`config.mk`:
```
export PLATFORM = sky130hd
export DESIGN_NAME = cci_div_cell
export DESIGN_NICKNAME = d
export VERILOG_FILES = /design/src/sv/cci_div_cell.sv
export SDC_FILE = /design/constraint.sdc
export NUM_CORES = 1
export LEC_CHECK = 0
export ABC_CLOCK_PERIOD_IN_PS = 2050
export BUFFER_PORTS_ARGS = -buffer_cell sky130_fd_sc_hd__buf_2
export CAP_MARGIN = 40
export CORE_AREA = 2 2 312 314
export DETAILED_ROUTE_END_ITERATION = 10
export DIE_AREA = 0 0 314 316
export GPL_TIMING_DRIVEN = 0
export PLACE_DENSITY = 0.45
export SLEW_MARGIN = 20
export SYNTH_ARGS = -nofsm -noshare
export SYNTH_HDL_FRONTEND = slang
export SYNTH_SLANG_ARGS = --single-unit
```
`constraint.sdc`:
```
create_clock -name clk -period 2.05 [get_ports clk]
set_clock_uncertainty 0.15 [all_clocks]
set_input_delay 0.1025 -clock clk [delete_from_list [all_inputs] [get_ports clk]]
set_output_delay 0.1025 -clock clk [all_outputs]
set_load 0.02 [all_outputs]
```
`src/sv/cci_div_cell.sv`:
```
// One quotient bit of restoring division for several lanes that share
// one divisor.
module cci_div_cell #(
    parameter int DW     = 30,
    parameter int QW     = 30,
    parameter int LANES  = 4,
    parameter int SIDE_W = 8
) (
    input  logic                       clk,
    input  logic                       rst_n,
    input  logic                       adv,
    input  logic                       in_valid,
    input  logic [DW-1:0]              in_div,
    input  logic [LANES-1:0][DW-1:0]   in_rem,
    input  logic [LANES-1:0][QW-1:0]   in_low,
    input  logic [LANES-1:0][QW-1:0]   in_q,
    input  logic [SIDE_W-1:0]          in_side,
    output logic                       out_valid,
    output logic [DW-1:0]              out_div,
    output logic [LANES-1:0][DW-1:0]   out_rem,
    output logic [LANES-1:0][QW-1:0]   out_low,
    output logic [LANES-1:0][QW-1:0]   out_q,
    output logic [SIDE_W-1:0]          out_side
);

    logic [LANES-1:0][DW:0]   rem_sh;
    logic [LANES-1:0]         ge;
    logic [LANES-1:0][DW-1:0] rem_next;

    always_comb
    begin
        for (int l = 0; l < LANES; l++)
        begin
            rem_sh[l]   = {in_rem[l], in_low[l][QW-1]};
            ge[l]       = (rem_sh[l] >= {1'b0, in_div});
            rem_next[l] = ge[l] ? DW'(rem_sh[l] - {1'b0, in_div}) : rem_sh[l][DW-1:0];
        end
    end

    always_ff @(posedge clk or negedge rst_n)
    begin
        if (!rst_n)
        begin
            out_valid <= 1'b0;
        end
        else if (adv)
        begin
            out_valid <= in_valid;
        end
    end

    always_ff @(posedge clk)
    begin
        if (adv)
        begin
            out_div  <= in_div;
            out_side <= in_side;
            for (int l = 0; l < LANES; l++)
            begin
                out_rem[l] <= rem_next[l];
                out_low[l] <= {in_low[l][QW-2:0], 1'b0};
                out_q[l]   <= {in_q[l][QW-2:0], ge[l]};
            end
        end
    end

endmodule

```
Yosys cells after proc, flatten, opt, wreduce, memory -nomap -nowiden:

Index checks and enable logic that the tools add are counted.

* memories: 0
* input bits: 402
* word-level logic and storage cells: 27
* ROM bits: 0
* flip-flop bits (word level): 395
* bits in latches: 0
* RAM bits: 0
* output and inout port bits: 399

* mux-type cells: 4
* shifts and indexed selects: 0
* div/mod/pow operators: 0
* bitwise gates (word level): 0
* equal/unequal tests: 0
* multiply operators: 0
* add/subtract/negate cells: 4
* magnitude comparators: 4
* reduce and logical (&&, ||, !) cells: 0

Operators with widths (number)
* $ge 31x30->1: 4
* $mux 30: 4
* $sub 30x30->30: 4

Logic depth before layout (Yosys ltp):

* word-level depth: 2
* mapped depth: 13

Worst setup path after synthesis:

Ideal clock, no wire load.

* path kind: input-to-reg
* start: in in_div[1]
* end: reg out_rem[10] (netlist name), data pin
* stages on the path: 12
* setup time: 260 ps
* setup slack: -925 ps
* buffers on the path: 1
* required time: 1640 ps
* arrival time: 2565 ps
* cell sequence: inv_1 -> ha_1 -> nor2b_1 -> o2111ai_1 -> nand3_1 -> o31a_1 -> a311o_1 -> a221o_1 -> o21ai_1 -> o21ai_1 -> buf_6 -> mux2_4

RTL lines
* start, declared: line 13 `input logic [DW-1:0] in_div,`
* end signal, assigned by index: line 60 `out_rem[l] <= rem_next[l];`
* end, declared: line 20 `output logic [LANES-1:0][DW-1:0] out_rem,`

==> key figures <==
CTS
  – Clock sink total: 395
  – Clock Latency Late Sink: 0.63 ns
  – H-tree levels: 2
  – TritonCTS clock tree: built
  – Total CTS buffers: 50
  – Clock-pin slew on the worst setup and hold paths: 0.06 ns
  – Clock root buffer: clkbuf_16
  – CTS max path bufs: 3

Floorplanning
  – Die span in y: 316 um
  – Die X: 314 um
  – Site Rows: 114
  – Die Area: 99200 um^2
  – Starting density of the core: 20.8%
  – Top Ports: 801
  – Core Area: 96000 um^2

Final layout
  – Layout cells sized above 1: 45.1%
  – Final Non-Filler Cells: 4289
  – Non-Filler Cell Area, Final: 35800 um^2
  – Fillers: 9217
  – Nets@finish: 3489
  – Area Overhead vs Synth: 79.4%
  – Post-layout util: 37.3%

Synthesis
  – Synth Instances: 1484
  – Seq/Total Area, Yosys: 59.4%
  – Ys async rst share: 0.253%
  – Synthesized cell area: 20000 um^2
  – Area share of the largest cell type after synthesis: 59.3%
  – Syn Area/Cell: 13.5 um^2
  – Post-synth top flop: edfxtp_1
  – Synth warn: 0
  – Synth top area cells: edfxtp_1 (59%), ha_1 (7.5%), mux2_4 (3.5%), mux2_2 (3.3%), xnor2_1 (2.9%)
  – Post-synth top cells: edfxtp_1 (394), ha_1 (120), a21oi_1 (110)
  – Yosys top cell by area: edfxtp_1
  – Count leader, synth: edfxtp_1
  – Number of synthesized flops with an enable pin: 394
  – Netlist cell types: 75
  – Seq cells post-synth: 395

Setup path
  – CP endpoint kind: flop
  – Worst path required time: 2.27 ns
  – Critical Setup Path Class: input pin to flop
  – Critical-path maximum fanout: 5
  – Worst Setup Start Kind: input pin
  – Arrival time at the worst endpoint: 2.99 ns

Detailed routing
  – WL/cell: 24.8 um
  – DR iter-0 viols: 942
  – Total Wirelength: 107 mm
  – Number of remaining DRC errors: 0
  – Final ANT Viol Nets: 0
  – First-pass iteration count of the detailed router: 5
  – Routed vias: 19100
  – Drt via density: 4.45

Pwr
  – PD cells: 772 nW/um^2
  – Leak pwr: 14.9 nW
  – Maximum vdd drop: 593 uV

Timing
  – Setup-failing EPs final: 124
  – Final Cycle Share: 135%
  – TNS Setup: -73.53 ns
  – Worst slew pin tran: 0.745 ns
  – Worst setup margin: -0.717 ns
  – Fin. max-slew vios: 0
  – F_max: 361 MHz
  – Minimum clock period: 2.77 ns
  – Hold Fails Final Rpt: 94
  – Min Hold Slack: -0.401 ns
  – Unrepaired setup endpoints after global routing: true
  – Slew margin rel.: 49.9%

Placement
  – Placed insts: 3561
  – Detailed Place HPWL: 79.9 mm
  – Post-Place Worst Slack: -1.93 ns
  – Number of port buffers: 792
  – GPL Wtd Cong: 0.913
  – Placed Area: 25900 um^2

Hold path
  – HP Class: input pin to flop

Outcome
  – Failing checks: hold timing, setup timing
  – Outcome: finished with violations

Job
  – Max-capacitance violation count: 0

GRT
  – First-pass GRT wire length: 144 mm
  – Vias in the first global route: 20000
  – Initial antenna violation count: 41
  – Gr ovfl total: 0
  – Global Route Usage Sum: 20.3%
  – Largest net degree at the start of global routing: 97
[through the flow]
| step | total power, mW | hold WS, ns |
|---|---|---|
| final | 27.7 | -0.401 |
| after CTS | 27.7 | -0.457 |
| after global routing | 28.8 | -0.433 |
| after detailed placement | 16.6 | -0.272 |
| after global placement | 16.6 | -0.271 |
| after floorplan | 13.9 | -0.343 |
[critical path, stage by stage]
cell	delay (ns)
buf_8	0.08
clkinvlp_4	0.12
buf_12	0.15
buf_6	0.12
ha_4	0.26
o21a_1	0.11
o31a_1	0.23
o311ai_4	0.11
a21oi_2	0.25
a21o_1	0.28
a21oi_4	0.09
a211o_1	0.31
nand3_4	0.09
buf_12	0.14
buf_12	0.11
buf_12	0.11
mux2_4	0.30
[final timing paths]
| path | startpoint | end | slack, ns | cells past startpoint |
|---|---|---|---|---|
| worst max-delay path | in_div[3] | out_rem[63]$_DFFE_PP_ | -0.72 | 17 |
| worst min-delay path | in_div[1] | out_div[1]$_DFFE_PP_ | -0.40 | 1 |
| worst max register to register | out_valid$_DFFE_PN0P_ | out_valid$_DFFE_PN0P_ | 0.60 | 2 |
| worst min register to register | out_valid$_DFFE_PN0P_ | out_valid$_DFFE_PN0P_ | 0.91 | 2 |
| max in group asynchronous | rst_n | out_valid$_DFFE_PN0P_ | 1.46 | 3 |
| min in group asynchronous | rst_n | out_valid$_DFFE_PN0P_ | 0.19 | 3 |
[layer usage]
| layer | part of all wire (%) | track usage, % | vias to the layer above |
|---|---|---|---|
| met1 | 33 | 19.9 | 9407 |
| met4 | 5.1 | 9.00 | 42 |
| met5 | 0.24 | 0 | - |
| met3 | 8.1 | 6.62 | 224 |
| met2 | 53 | 38.7 | 763 |
| li1 | - | - | 8671 |
[state kept, by name, summed over array words and instances (netlist names)]
| register | flops |
|---|---|
| out_div | 30 |
| out_low | 116 |
| out_q | 120 |
| out_rem | 120 |
| out_side | 8 |
| out_valid | 1 |
[placed cells by master, fill, tap and decap left out, types with 8 or more instances in the layout]
master,instances
edfxtp_1,394
buf_4,96
inv_1,42
nand2_1,60
a21oi_2,19
ha_4,55
mux2_4,77
o21a_1,19
o21ai_1,9
clkinvlp_4,24
ha_2,13
clkbuf_1,21
xor2_1,27
nor2b_1,17
nand2b_1,14
o21bai_1,9
nand4_1,17
diode_2,12
a21o_1,53
xnor2_1,67
o21ai_2,11
nor2_1,69
buf_2,781
clkbuf_16,53
nor3_1,15
and3_1,14
buf_12,36
ha_1,52
o21ai_0,42
a21oi_1,87
dlygate4sd3_1,498
buf_6,24
mux2i_1,8
nand3_1,28
mux2_2,29
a31oi_1,10
[report_power, final]
group / internal (mW) / total [mW] / switching, mW
Sequential: 9.93 / 10.2 / 0.274
Clock: 5.38 / 9.23 / 3.86
Combinational: 3.77 / 8.22 / 4.45
Total: 19.1 / 27.7 / 8.58
[what timing repair did]
item	CTS	global route
gates resized for setup	269	117
setup buffers	89	47
hold buffers	474	30
setup endpoints to repair	124	124
endpoints found under the hold margin	454	119
pin swaps	70	59
cloned	8	2
[layout make-up]
cell class	instances	area, um^2	share of cell area (%)
tap	1276	1600	4.46
clock buffer	65	1340	3.74
timing repair buffer	1437	10700	29.9
sequential	395	11900	33.1
clock inverter	25	333	0.929
buffer	25	292	0.814
multi-input combinational	990	9320	26.0
inverter	64	332	0.926
antenna	12	30.0	0.0838
[cell families (layout without fill, tap and decap cells)]
kind of cell,count (synthesis),after routing,synth area share [%]
flops,395,395,59.4
buf+inv,102,1616,2.38
simple gates,294,294,7.19
xor+xnor,94,94,4.12
fa+ha+maj,124,124,7.92
compound gates,360,360,11.7
other cells,1,16,0.0188
mux,114,114,7.26
No activity file was read; power rests on OpenSTA's default activity.
