===== src/sv/cci_sqrt_cell.sv =====
// One step of the restoring square root: takes the next bit pair of the
// radicand and decides one root bit.
module cci_sqrt_cell #(
    parameter int RTW    = 44,
    parameter int PW     = 56,
    parameter int SIDE_W = 8
) (
    input  logic              clk,
    input  logic              rst_n,
    input  logic              adv,
    input  logic              in_valid,
    input  logic [RTW+2:0]    in_rem,
    input  logic [RTW-1:0]    in_root,
    input  logic [PW-1:0]     in_p,
    input  logic [SIDE_W-1:0] in_side,
    output logic              out_valid,
    output logic [RTW+2:0]    out_rem,
    output logic [RTW-1:0]    out_root,
    output logic [PW-1:0]     out_p,
    output logic [SIDE_W-1:0] out_side
);

    logic [RTW+2:0] rem_sh;
    logic [RTW+2:0] trial;
    logic           ge;

    always_comb
    begin
        rem_sh = {in_rem[RTW:0], in_p[PW-1:PW-2]};
        trial  = {1'b0, in_root, 2'b01};
        ge     = (rem_sh >= trial);
    end

    always_ff @(posedge clk or negedge rst_n)
    begin
        if (!rst_n)
        begin
            out_valid <= 1'b0;
        end
        else if (adv)
        begin
            out_valid <= in_valid;
        end
    end

    always_ff @(posedge clk)
    begin
        if (adv)
        begin
            out_rem  <= ge ? (rem_sh - trial) : rem_sh;
            out_root <= {in_root[RTW-2:0], ge};
            out_p    <= {in_p[PW-3:0], 2'b00};
            out_side <= in_side;
        end
    end

endmodule


===== config.mk =====
export PLATFORM = sky130hd
export DESIGN_NAME = cci_sqrt_cell
export DESIGN_NICKNAME = d
export VERILOG_FILES = /design/src/sv/cci_sqrt_cell.sv
export SDC_FILE = /design/constraint.sdc
export NUM_CORES = 1
export LEC_CHECK = 0
export BUFFER_PORTS_ARGS = -buffer_cell sky130_fd_sc_hd__buf_2
export CAP_MARGIN = 5
export CORE_AREA = 2 2 131 133
export DETAILED_ROUTE_END_ITERATION = 7
export DIE_AREA = 0 0 133 135
export GPL_TIMING_DRIVEN = 0
export PLACE_DENSITY = 0.89
export RECOVER_POWER = 25
export SLEW_MARGIN = 10
export SYNTH_ARGS = -nofsm -noshare
export SYNTH_HDL_FRONTEND = slang
export SYNTH_SLANG_ARGS = --single-unit

===== constraint.sdc =====
create_clock -name clk -period 0.9 [get_ports clk]
set_clock_uncertainty 0.05 [all_clocks]
set_input_delay 0.09 -clock clk [delete_from_list [all_inputs] [get_ports clk]]
set_output_delay 0.09 -clock clk [all_outputs]
set_load 0.005 [all_outputs]

* Word-level counts from Yosys, hierarchy flattened *
Cells that the tools add are included.

storage, ports and cells
  bits in registers = 154
  output and inout port bits = 156
  word-level logic and storage cells = 8

operators by class
  $add $sub $neg = 1
  $lt $le $gt $ge = 1
  mux-type cells = 1

operators by type and width
  operator        number
  $ge 47x46->1    1
  $mux 47         1
  $sub 47x46->47  1

* Depth between registers and ports, before layout *
Gate-level depths: netlist (run 1).

  word-level depth = 2
  depth in mapped cells = 13
  mapped depth without buffers = 11

* Least setup slack after synthesis (run 1) *
OpenSTA, ideal clock, no wires.

  kind = input to register
  start = in in_root[12]
  end = reg out_rem[24] (data pin)
  setup time = 262 ps
  arrival time = 2502 ps
  slack = -1914 ps
  cell stages on the path = 11
  buffers on the path = 2
  cells stage by stage = inv_1 ha_1 buf_2 a21o_1 o41ai_2 a2111oi_4 nor3_4 o211ai_2 a41oi_2 buf_6 mux2_1

between the ends
  longest elaborated chain between the ends = 2
  elaborated cells between the ends (all ways) = 3
  classes of those cells = add/sub: 1; order compare: 1; mux: 1

RTL lines
  element                                         RTL line  RTL
  start, declared                                 13        input logic [RTW-1:0] in_root,
  $sub 47x46->47 or $ge 47x46->1 (tied branches)  50, 31
  $mux 47 (*)                                     50        out_rem <= ge ? (rem_sh - trial) : rem_sh;
  end signal, assigned                            50
  end, declared                                   17        output logic [RTW+2:0] out_rem,

Mark *: on every way between the ends. The rest lies on a longest branch, timed or not.
A chain may end at the register's enable or synchronous reset.

* Worst setup path in the final report (run 1) *
  start = in in_root[36]
  end = reg out_rem[38] (data pin)

Same word-level chain as after synthesis.

==> results.cfg, run 1 <==
[global_route]
grt_pass1_wl_um = 46220
antenna_found_initial = 6
grt_use_total_pct = 33.94
grt_pass1_vias = 8494
grt_max_degree = 106
overflow = 0

[final_layout]
final_cell_mix = buf_2 (297), dlygate4sd3_1 (153), edfxtp_1 (153)
final_common_cell = buf_2
finish.net_count = 1437
fill_cells = 768
area_delta_synth_final_pct = 66.65
final_core_util_pct = 82.03
drive_gt1_share_pct = 41.40

[synthesis]
synth-seq-cells = 154
synthesis.area_um2 = 8076
syn_avg_cell_area_um2 = 11.34
async_flop_share_pct = 0.6494
ys_seq_area_share_pct = 57.20
synth_cell_types = 62
synth_ff_type = edfxtp_1
synth_cells = 712
yosysWarnings = 0
synth_edf_count = 153

[timing]
hold_viol = 0
worst_hold_slack_ns = 0.05870
setup_ws_ns = -2.226
relSlewSlack_pct = 37.04
finalSetupViolations = 308
fin_setup_tns_ns = -144.19
tightest_slew_ns = 0.9345
rsz0062_at_grt = true
fin_crit_ns = 3.126
max_freq_mhz = 319.9
slew_viol_final = 0
fin_crit_sh_pct = 347.3

[floorplan]
rows = 47
die_w_um = 133
die_y_um = 135
core-area_um2 = 16410
dieArea_um2 = 17960
initial_core_util_pct = 49.23
ioPinCount = 315

[pwr]
p_leak_nw = 5.853
vdd_ir_drop_max_mv = 1.553
power_mw = 23.18
power_density_nw_per_um2 = 1722

[status]
status = complete, but fails checks
violations = negative setup slack

[placed_design]
dp_hpwl_um = 17900
io_buffers = 310
gp_congestion = 0.8553

[drt]
first_pass_iters = 6
via_per_inst = 6.168
ant_nets = 0
routedWlPerCell_um = 26.37
vias = 9055
drc_errors = 0
routed_wl_um = 38720
dr.first_iter.drc_count = 1145

[critical_path]
critPathKind = in -> reg
r2r_cells = 1
cp_max_fo = 8
endpoint_kind = flop
critPathLaunchType = primary input
worstPathArrival_ns = 3.19
required_ns = 0.96

[job]
drv_cap = 0

[clock_tree]
cts.path.max_buffers = 2
clk_latency_ns = 0.44
cts_tree = done
clk_pin_slew_ns = 0.08
numCtsBuffers = 17
root_buffer = clkbuf_16
cts_sinks = 154
h-tree-depth = 4

[min_path]
min_path_cells = 3
hold_class = in -> reg
-- where the power goes --
| part | switching (mW) | internal [mW] |
|---|---|---|
| Clock | 3.54 | 3.92 |
| Combinational | 3.63 | 3.02 |
| Sequential | 0.272 | 8.80 |
| Total | 7.45 | 15.7 |
-- timing repair --
action / in CTS / in global routing
buffers inserted: 22 / 24
hold endpoints to repair: 152 / 0
gates cloned: 2 / 4
hold buffers: 153 / 0
endpoints found under the setup margin: 202 / 307
pin swaps: 22 / 36
gates resized for setup: 75 / 122
-- synth_stat cells (2+ instances only) --
master / number / share of area (%)
edfxtp_1: 153 / 57
nand2_1: 78 / 3.6
o21ai_0: 61 / 3.8
inv_1: 52 / 2.4
ha_1: 46 / 7.1
a21oi_1: 40 / 2.5
nor2_1: 36 / 1.7
a21o_1: 33 / 3.1
clkbuf_1: 25 / 1.2
xor2_1: 20 / 2.2
xnor2_1: 17 / 1.8
nand3_1: 14 / 0.87
nor3_1: 13 / 0.81
nand4_1: 11 / 0.85
o21a_1: 10 / 0.93
nor2b_1: 9 / 0.70
a31oi_1: 8 / 0.62
buf_2: 8 / 0.50
o21bai_1: 8 / 0.74
o31ai_1: 8 / 0.74
nand2b_1: 5 / 0.39
or3_1: 5 / 0.39
and3_1: 3 / 0.23
a41oi_1: 2 / 0.22
and4_1: 2 / 0.22
buf_4: 2 / 0.19
mux2_2: 2 / 0.28
mux2i_1: 2 / 0.25
nor3b_1: 2 / 0.19
o221ai_1: 2 / 0.22
o22ai_1: 2 / 0.15
o311ai_0: 2 / 0.22
o41ai_1: 2 / 0.22
-- layer usage --
layer / global-route usage [%] / vias up / part of all wire, %
met5: 0 / - / 0.059
met3: 9.422 / 317 / 12
li1: - / 3672 / -
met2: 59.76 / 896 / 46
met1: 35.32 / 4166 / 31
met4: 23.36 / 4 / 10
-- path summary, 6_finish.rpt --
path / endpoint / start / slack, ns
setup / recovery: out_rem[38] / in_root[36] / -2.23
hold / removal: out_rem[40] / in_rem[38] / 0.06
setup reg to reg: out_valid / out_valid / 0.06
hold reg to reg: out_valid / out_valid / 0.53
max in group asynchronous: out_valid / rst_n / 0.20
min in group asynchronous: out_valid / rst_n / 0.49
-- critical path, stage by stage --
cell,delay (ns)
buf_2,0.09
inv_1,0.05
ha_1,0.27
clkbuf_1,0.24
a21oi_1,0.61
o21ai_0,0.31
nor2_1,0.34
o211ai_4,0.18
a41oi_4,0.41
buf_6,0.16
buf_8,0.16
o21ai_1,0.26
-- sequential cells by signal, summed over array words and instances, names as in the netlist --
name / count
out_side: 8
out_p: 54
out_rem: 47
out_root: 44
out_valid: 1
-- cells by family (layout without fill, tap and decap cells) --
| kind of cell | count (synthesis) | count (layout) | synth area share (%) |
|---|---|---|---|
| other cells | 1 | 6 | 0.04643 |
| mux | 5 | 5 | 0.6661 |
| buf+inv | 89 | 619 | 4.462 |
| fa+ha+maj | 46 | 46 | 7.126 |
| simple gates | 182 | 182 | 10.41 |
| xor+xnor | 37 | 37 | 4.012 |
| flops | 154 | 154 | 57.20 |
| compound gates | 198 | 199 | 16.08 |
-- per-stage QoR --
step | std cells | cell area, um^2 | worst slack, ns
floorplan | 713 | 8337 | -1.662
CTS | 1446 | 12790 | -1.620
global placement | 1243 | 10160 | -2.418
global route | 1466 | 13450 | -2.222
detailed placement | 1244 | 10200 | -2.444
finish | 1468 | 13460 | -2.226
-- layout make-up --
type	count	area (um^2)	area share, %
Inverter	52	235.2	1.748
Clock buffer	17	425.4	3.161
Buffer	23	201.4	1.497
Clock inverter	14	151.4	1.125
Timing Repair Buffer	513	3669	27.26
Tap cell	220	275.3	2.045
Sequential cell	154	4619	34.32
Multi-Input combinational cell	471	3872	28.77
Antenna cell	4	10.01	0.07437
Power figures use the tool's default switching activity.
==> run 2, diff against run 1 <==
- CAP_MARGIN: 5 -> 20
- RECOVER_POWER: 25 -> unset
==> results.cfg, run 2 (synthesis results as in run 1) <==
[global_route]
grt_use_total_pct = 33.94
antenna_found_initial = 6
grt_max_degree = 106
overflow = 0
grt_pass1_wl_um = 46220
grt_pass1_vias = 8494

[final_layout]
top_register = out_p
finish.instance_area_um2 = 13470
largest_reg_flops = 54
final_common_cell = buf_2
fill_cells = 767
fin_cells = 1468
top_regs = out_p: 54 flops, out_rem: 47 flops, out_root: 44 flops
final_cell_mix = buf_2 (298), dlygate4sd3_1 (153), edfxtp_1 (153)
finish.net_count = 1437
area_delta_synth_final_pct = 66.75
drive_gt1_share_pct = 41.48

[critical_path]
worstPathArrival_ns = 3.23
critPathLaunchType = primary input
cp_max_fo = 8
endpoint_kind = flop
r2r_cells = 1
path_cells = buf_2, inv_1, ha_1, clkbuf_1, a21oi_1, o21ai_0, nor2_1, o211ai_4, a41oi_4, buf_6, buf_8, o21ai_1
crit_path_max_incr_delay_ns = 0.65
crit_family = compound AO/OA/AOI/OAI gates
critPathKind = in -> reg
crit_cells = 12
timing.critical_path.buf_inv = 5
required_ns = 0.96
cp_slowest_cell = a21oi_1

[drt]
vias = 9071
routed_wl_um = 38710
routedWlPerCell_um = 26.37
ant_nets = 0
via_per_inst = 6.179
first_pass_iters = 8
dr.first_iter.drc_count = 1191
drc_errors = 0

[pwr]
vdd_ir_drop_max_mv = 1.535
p_leak_nw = 5.859
power_density_nw_per_um2 = 1719

[timing]
setup_ws_ns = -2.265
relSlewSlack_pct = 35.54
tightest_slew_ns = 0.9568
max_freq_mhz = 316.0
rsz0062_at_grt = true
fin_setup_tns_ns = -125.43
hold_viol = 0
worst_hold_slack_ns = 0.04145
fin_crit_ns = 3.165
finalSetupViolations = 202
fin_crit_sh_pct = 351.6
slew_viol_final = 0

[status]
status = complete, but fails checks
violations = negative setup slack

[floorplan]
dieArea_um2 = 17960
core-area_um2 = 16410
initial_core_util_pct = 49.23
die_w_um = 133
ioPinCount = 315
die_y_um = 135
rows = 47

[min_path]
hold_class = in -> reg
min_path_cells = 1

[clock_tree]
cts.path.max_buffers = 2
cts_sinks = 154
root_buffer = clkbuf_16
numCtsBuffers = 17
cts_tree = done
clk_pin_slew_ns = 0.08
clk_latency_ns = 0.44
h-tree-depth = 4

[placed_design]
io_buffers = 310
placement.cell_area_um2 = 10200
post-place-cells = 1244
dp_hpwl_um = 17900
gp_congestion = 0.8553
dpl_worst_slack_ns = -2.444

[job]
drv_cap = 0
==> run 2: cell count changes in the layout (fill, tap and decap cells not counted) <==
cell and delta:
buf_2 +1, buf_8 +1, clkbuf_1 -1, clkbuf_4 -1
==> run 2: power by group <==
group          leakage (nW)  internal (mW)  switching [mW]  total (mW)
Combinational          4.07           3.02            3.64        6.66
Sequential             1.51           8.80           0.273        9.07
Clock                 0.279           3.92            3.49        7.41
==> run 2: per-layer routing <==
metal	share of wire, %	global-route usage [%]	vias to the layer above
met5	0.034	0	-
met4	10	23.36	4
met3	12	9.422	317
met2	46	59.76	873
met1	31	35.32	4196
li1	-	-	3681
==> run 2: metrics by stage <==
stage          util, %  total power [mW]
6_report         82.09             23.15
5_1_grt          82.06             23.66
4_1_cts          77.95             21.32
3_5_place_dp     62.17             13.38
3_3_place_gp     61.95             13.26
2_1_floorplan        -             11.47
==> run 2: worst paths after layout <==
check	start	end	slack (ns)
max	in_root[36]	out_rem[38]	-2.26
min	adv	out_root[27]	0.04
max reg2reg	out_valid	out_valid	0.06
min reg2reg	out_valid	out_valid	0.52
max in group asynchronous	rst_n	out_valid	0.19
min in group asynchronous	rst_n	out_valid	0.50
==> run 2: final cells by class <==
cell class	count	area [um^2]	area share [%]
inverters	52	235.2	1.747
repair buffers	513	3677	27.30
clock buffers	17	425.4	3.159
plain buffers	23	201.4	1.496
well taps	220	275.3	2.044
multi-input cells	471	3872	28.75
diodes	4	10.01	0.07432
flip-flops and latches	154	4619	34.30
clock inverters	14	151.4	1.124
==> run 2: what timing repair did <==
item                                    CTS  global route
gates cloned                              2             4
endpoints found under the setup margin  202           307
buffers inserted                         22            24
gates resized for setup                  75           122
pin swaps                                22            36
hold buffers                            153             0
hold endpoints to repair                152             0
==> run 3, diff against run 2 <==
- SKIP_LAST_GASP: unset -> 1
==> results.cfg, run 3 (synthesis results as in run 1) <==
[final_layout]
top_register = out_p
area_delta_synth_final_pct = 69.70
final_core_util_pct = 83.54
top_regs = out_p: 54 flops, out_rem: 47 flops, out_root: 44 flops
largest_reg_flops = 54
drive_gt1_share_pct = 44.00
finish.instance_area_um2 = 13710
final_common_cell = buf_2
final_cell_mix = buf_2 (298), dlygate4sd3_1 (153), edfxtp_1 (153)
finish.net_count = 1443
fill_cells = 749

[job]
drv_cap = 0

[placed_design]
gp_congestion = 0.8553
dp_hpwl_um = 17900
io_buffers = 310
placement.cell_area_um2 = 10200
dpl_worst_slack_ns = -2.444

[pwr]
p_leak_nw = 5.970
p_int_mw = 15.91
net-switching-power_mw = 7.430
p_seq_share_pct = 38.9
vdd_ir_drop_max_mv = 1.682
power_switching_share_pct = 31.84
clockPowerShare_pct = 31.7
power_frac_comb_pct = 29.4
power_density_nw_per_um2 = 1703

[drt]
routedWlPerCell_um = 26.12
via_per_inst = 6.185
drc_errors = 0
routed_wl_um = 38470
first_pass_iters = 7
dr.first_iter.drc_count = 1104
ant_nets = 0
vias = 9111

[timing]
relSlewSlack_pct = 59.02
fin_setup_tns_ns = -105.65
rsz0062_at_grt = true
setup_ws_ns = -1.821
finalSetupViolations = 202
fin_crit_sh_pct = 302.3
hold_viol = 0
max_freq_mhz = 367.5
tightest_slew_ns = 0.6134
fin_crit_ns = 2.721
slew_viol_final = 0

[floorplan]
rows = 47
core-area_um2 = 16410
dieArea_um2 = 17960
die_w_um = 133
die_y_um = 135
ioPinCount = 315
initial_core_util_pct = 49.23

[global_route]
grt_max_degree = 106
antenna_found_initial = 5
overflow = 0
grt_use_total_pct = 34.43
grt_pass1_wl_um = 47000
grt_pass1_vias = 8406

[min_path]
hold_class = in -> reg

[critical_path]
worstPathArrival_ns = 2.87
critPathLaunchType = primary input
required_ns = 1.05
critPathKind = in -> reg
cp_max_fo = 7
endpoint_kind = flop

[clock_tree]
clk_latency_ns = 0.43
cts_sinks = 154
clk_pin_slew_ns = 0.07
numCtsBuffers = 17
cts_tree = done
h-tree-depth = 4
root_buffer = clkbuf_16
cts.path.max_buffers = 2

[status]
status = complete, but fails checks
violations = negative setup slack
==> run 3: cell count changes in the layout (fill, tap and decap cells not counted), moves of 5 or more <==
cell,before,now
o21ai_0,40,27
nand2_2,5,12
o21ai_2,9,16
buf_4,40,45
o21ai_1,12,18
nand2_1,64,52
nand2_4,8,13
==> run 3: final cells by class <==
type,instances,area [um^2],area share (%)
antenna,3,7.507,0.05477
buffer,19,214.0,1.561
clock buffer,17,425.4,3.104
clock inverter,14,151.4,1.105
inverter,52,230.2,1.680
multi-input combinational,471,3990,29.11
sequential,154,4619,33.70
tap,220,275.3,2.008
timing repair buffer,523,3792,27.67
==> run 3: path summary, 6_finish.rpt <==
check,end,startpoint,depth (start not counted),slack [ns]
min,out_root[27],adv,1,0.05
max reg2reg,out_valid,out_valid,1,0.02
max,out_rem[42],in_root[8],13,-1.82
max in group asynchronous,out_valid,rst_n,3,0.16
min reg2reg,out_valid,out_valid,1,0.57
min in group asynchronous,out_valid,rst_n,3,0.50
==> run 3: repair_timing <==
| action | CTS | global route |
|---|---|---|
| buffers inserted | 22 | 31 |
| hold endpoints to repair | 152 | 0 |
| hold buffers | 153 | 0 |
| setup endpoints to repair | 202 | 307 |
| cloned | 2 | 7 |
| resized for setup | 71 | 194 |
| pin swaps | 22 | 62 |
==> run 3: power by group through the flow <==
stage | combinational (mW) | sequential (mW) | clock (mW)
finish | 6.86 | 9.08 | 7.39
global route | 7.13 | 9.12 | 7.64
floorplan | 2.22 | 9.24 | 0
detailed placement | 4.27 | 9.11 | 0
global placement | 4.14 | 9.12 | 0
CTS | 5.22 | 8.97 | 7.12
==> run 3: through the flow <==
| step | hold slack (ns) | power, mW | std cells |
|---|---|---|---|
| detailed placement | -0.1758 | 13.38 | 1244 |
| floorplan | -0.2556 | 11.47 | 713 |
| finish | 0.04792 | 23.34 | 1473 |
| CTS | 0.001387 | 21.31 | 1446 |
| global route | 0.03773 | 23.89 | 1471 |
| global placement | -0.1855 | 13.26 | 1243 |
==> run 3: per-layer routing <==
metal | wire [um] | global-route usage, % | vias up
li1 | - | - | 3688
met1 | 11820 | 36.34 | 4184
met2 | 18200 | 60.79 | 906
met3 | 4738 | 10.36 | 327
met4 | 3685 | 20.85 | 6
met5 | 34 | 0 | -
==> run 3: critical path: stages <==
cell and delay (ns):
buf_2 0.11, inv_2 0.05, ha_4 0.32, a21oi_4 0.08, o22ai_2 0.23, o41ai_4 0.13
a2111oi_4 0.48, nor3_4 0.10, o211ai_4 0.29, a41oi_4 0.19, buf_12 0.20, buf_12 0.14
o41ai_2 0.44
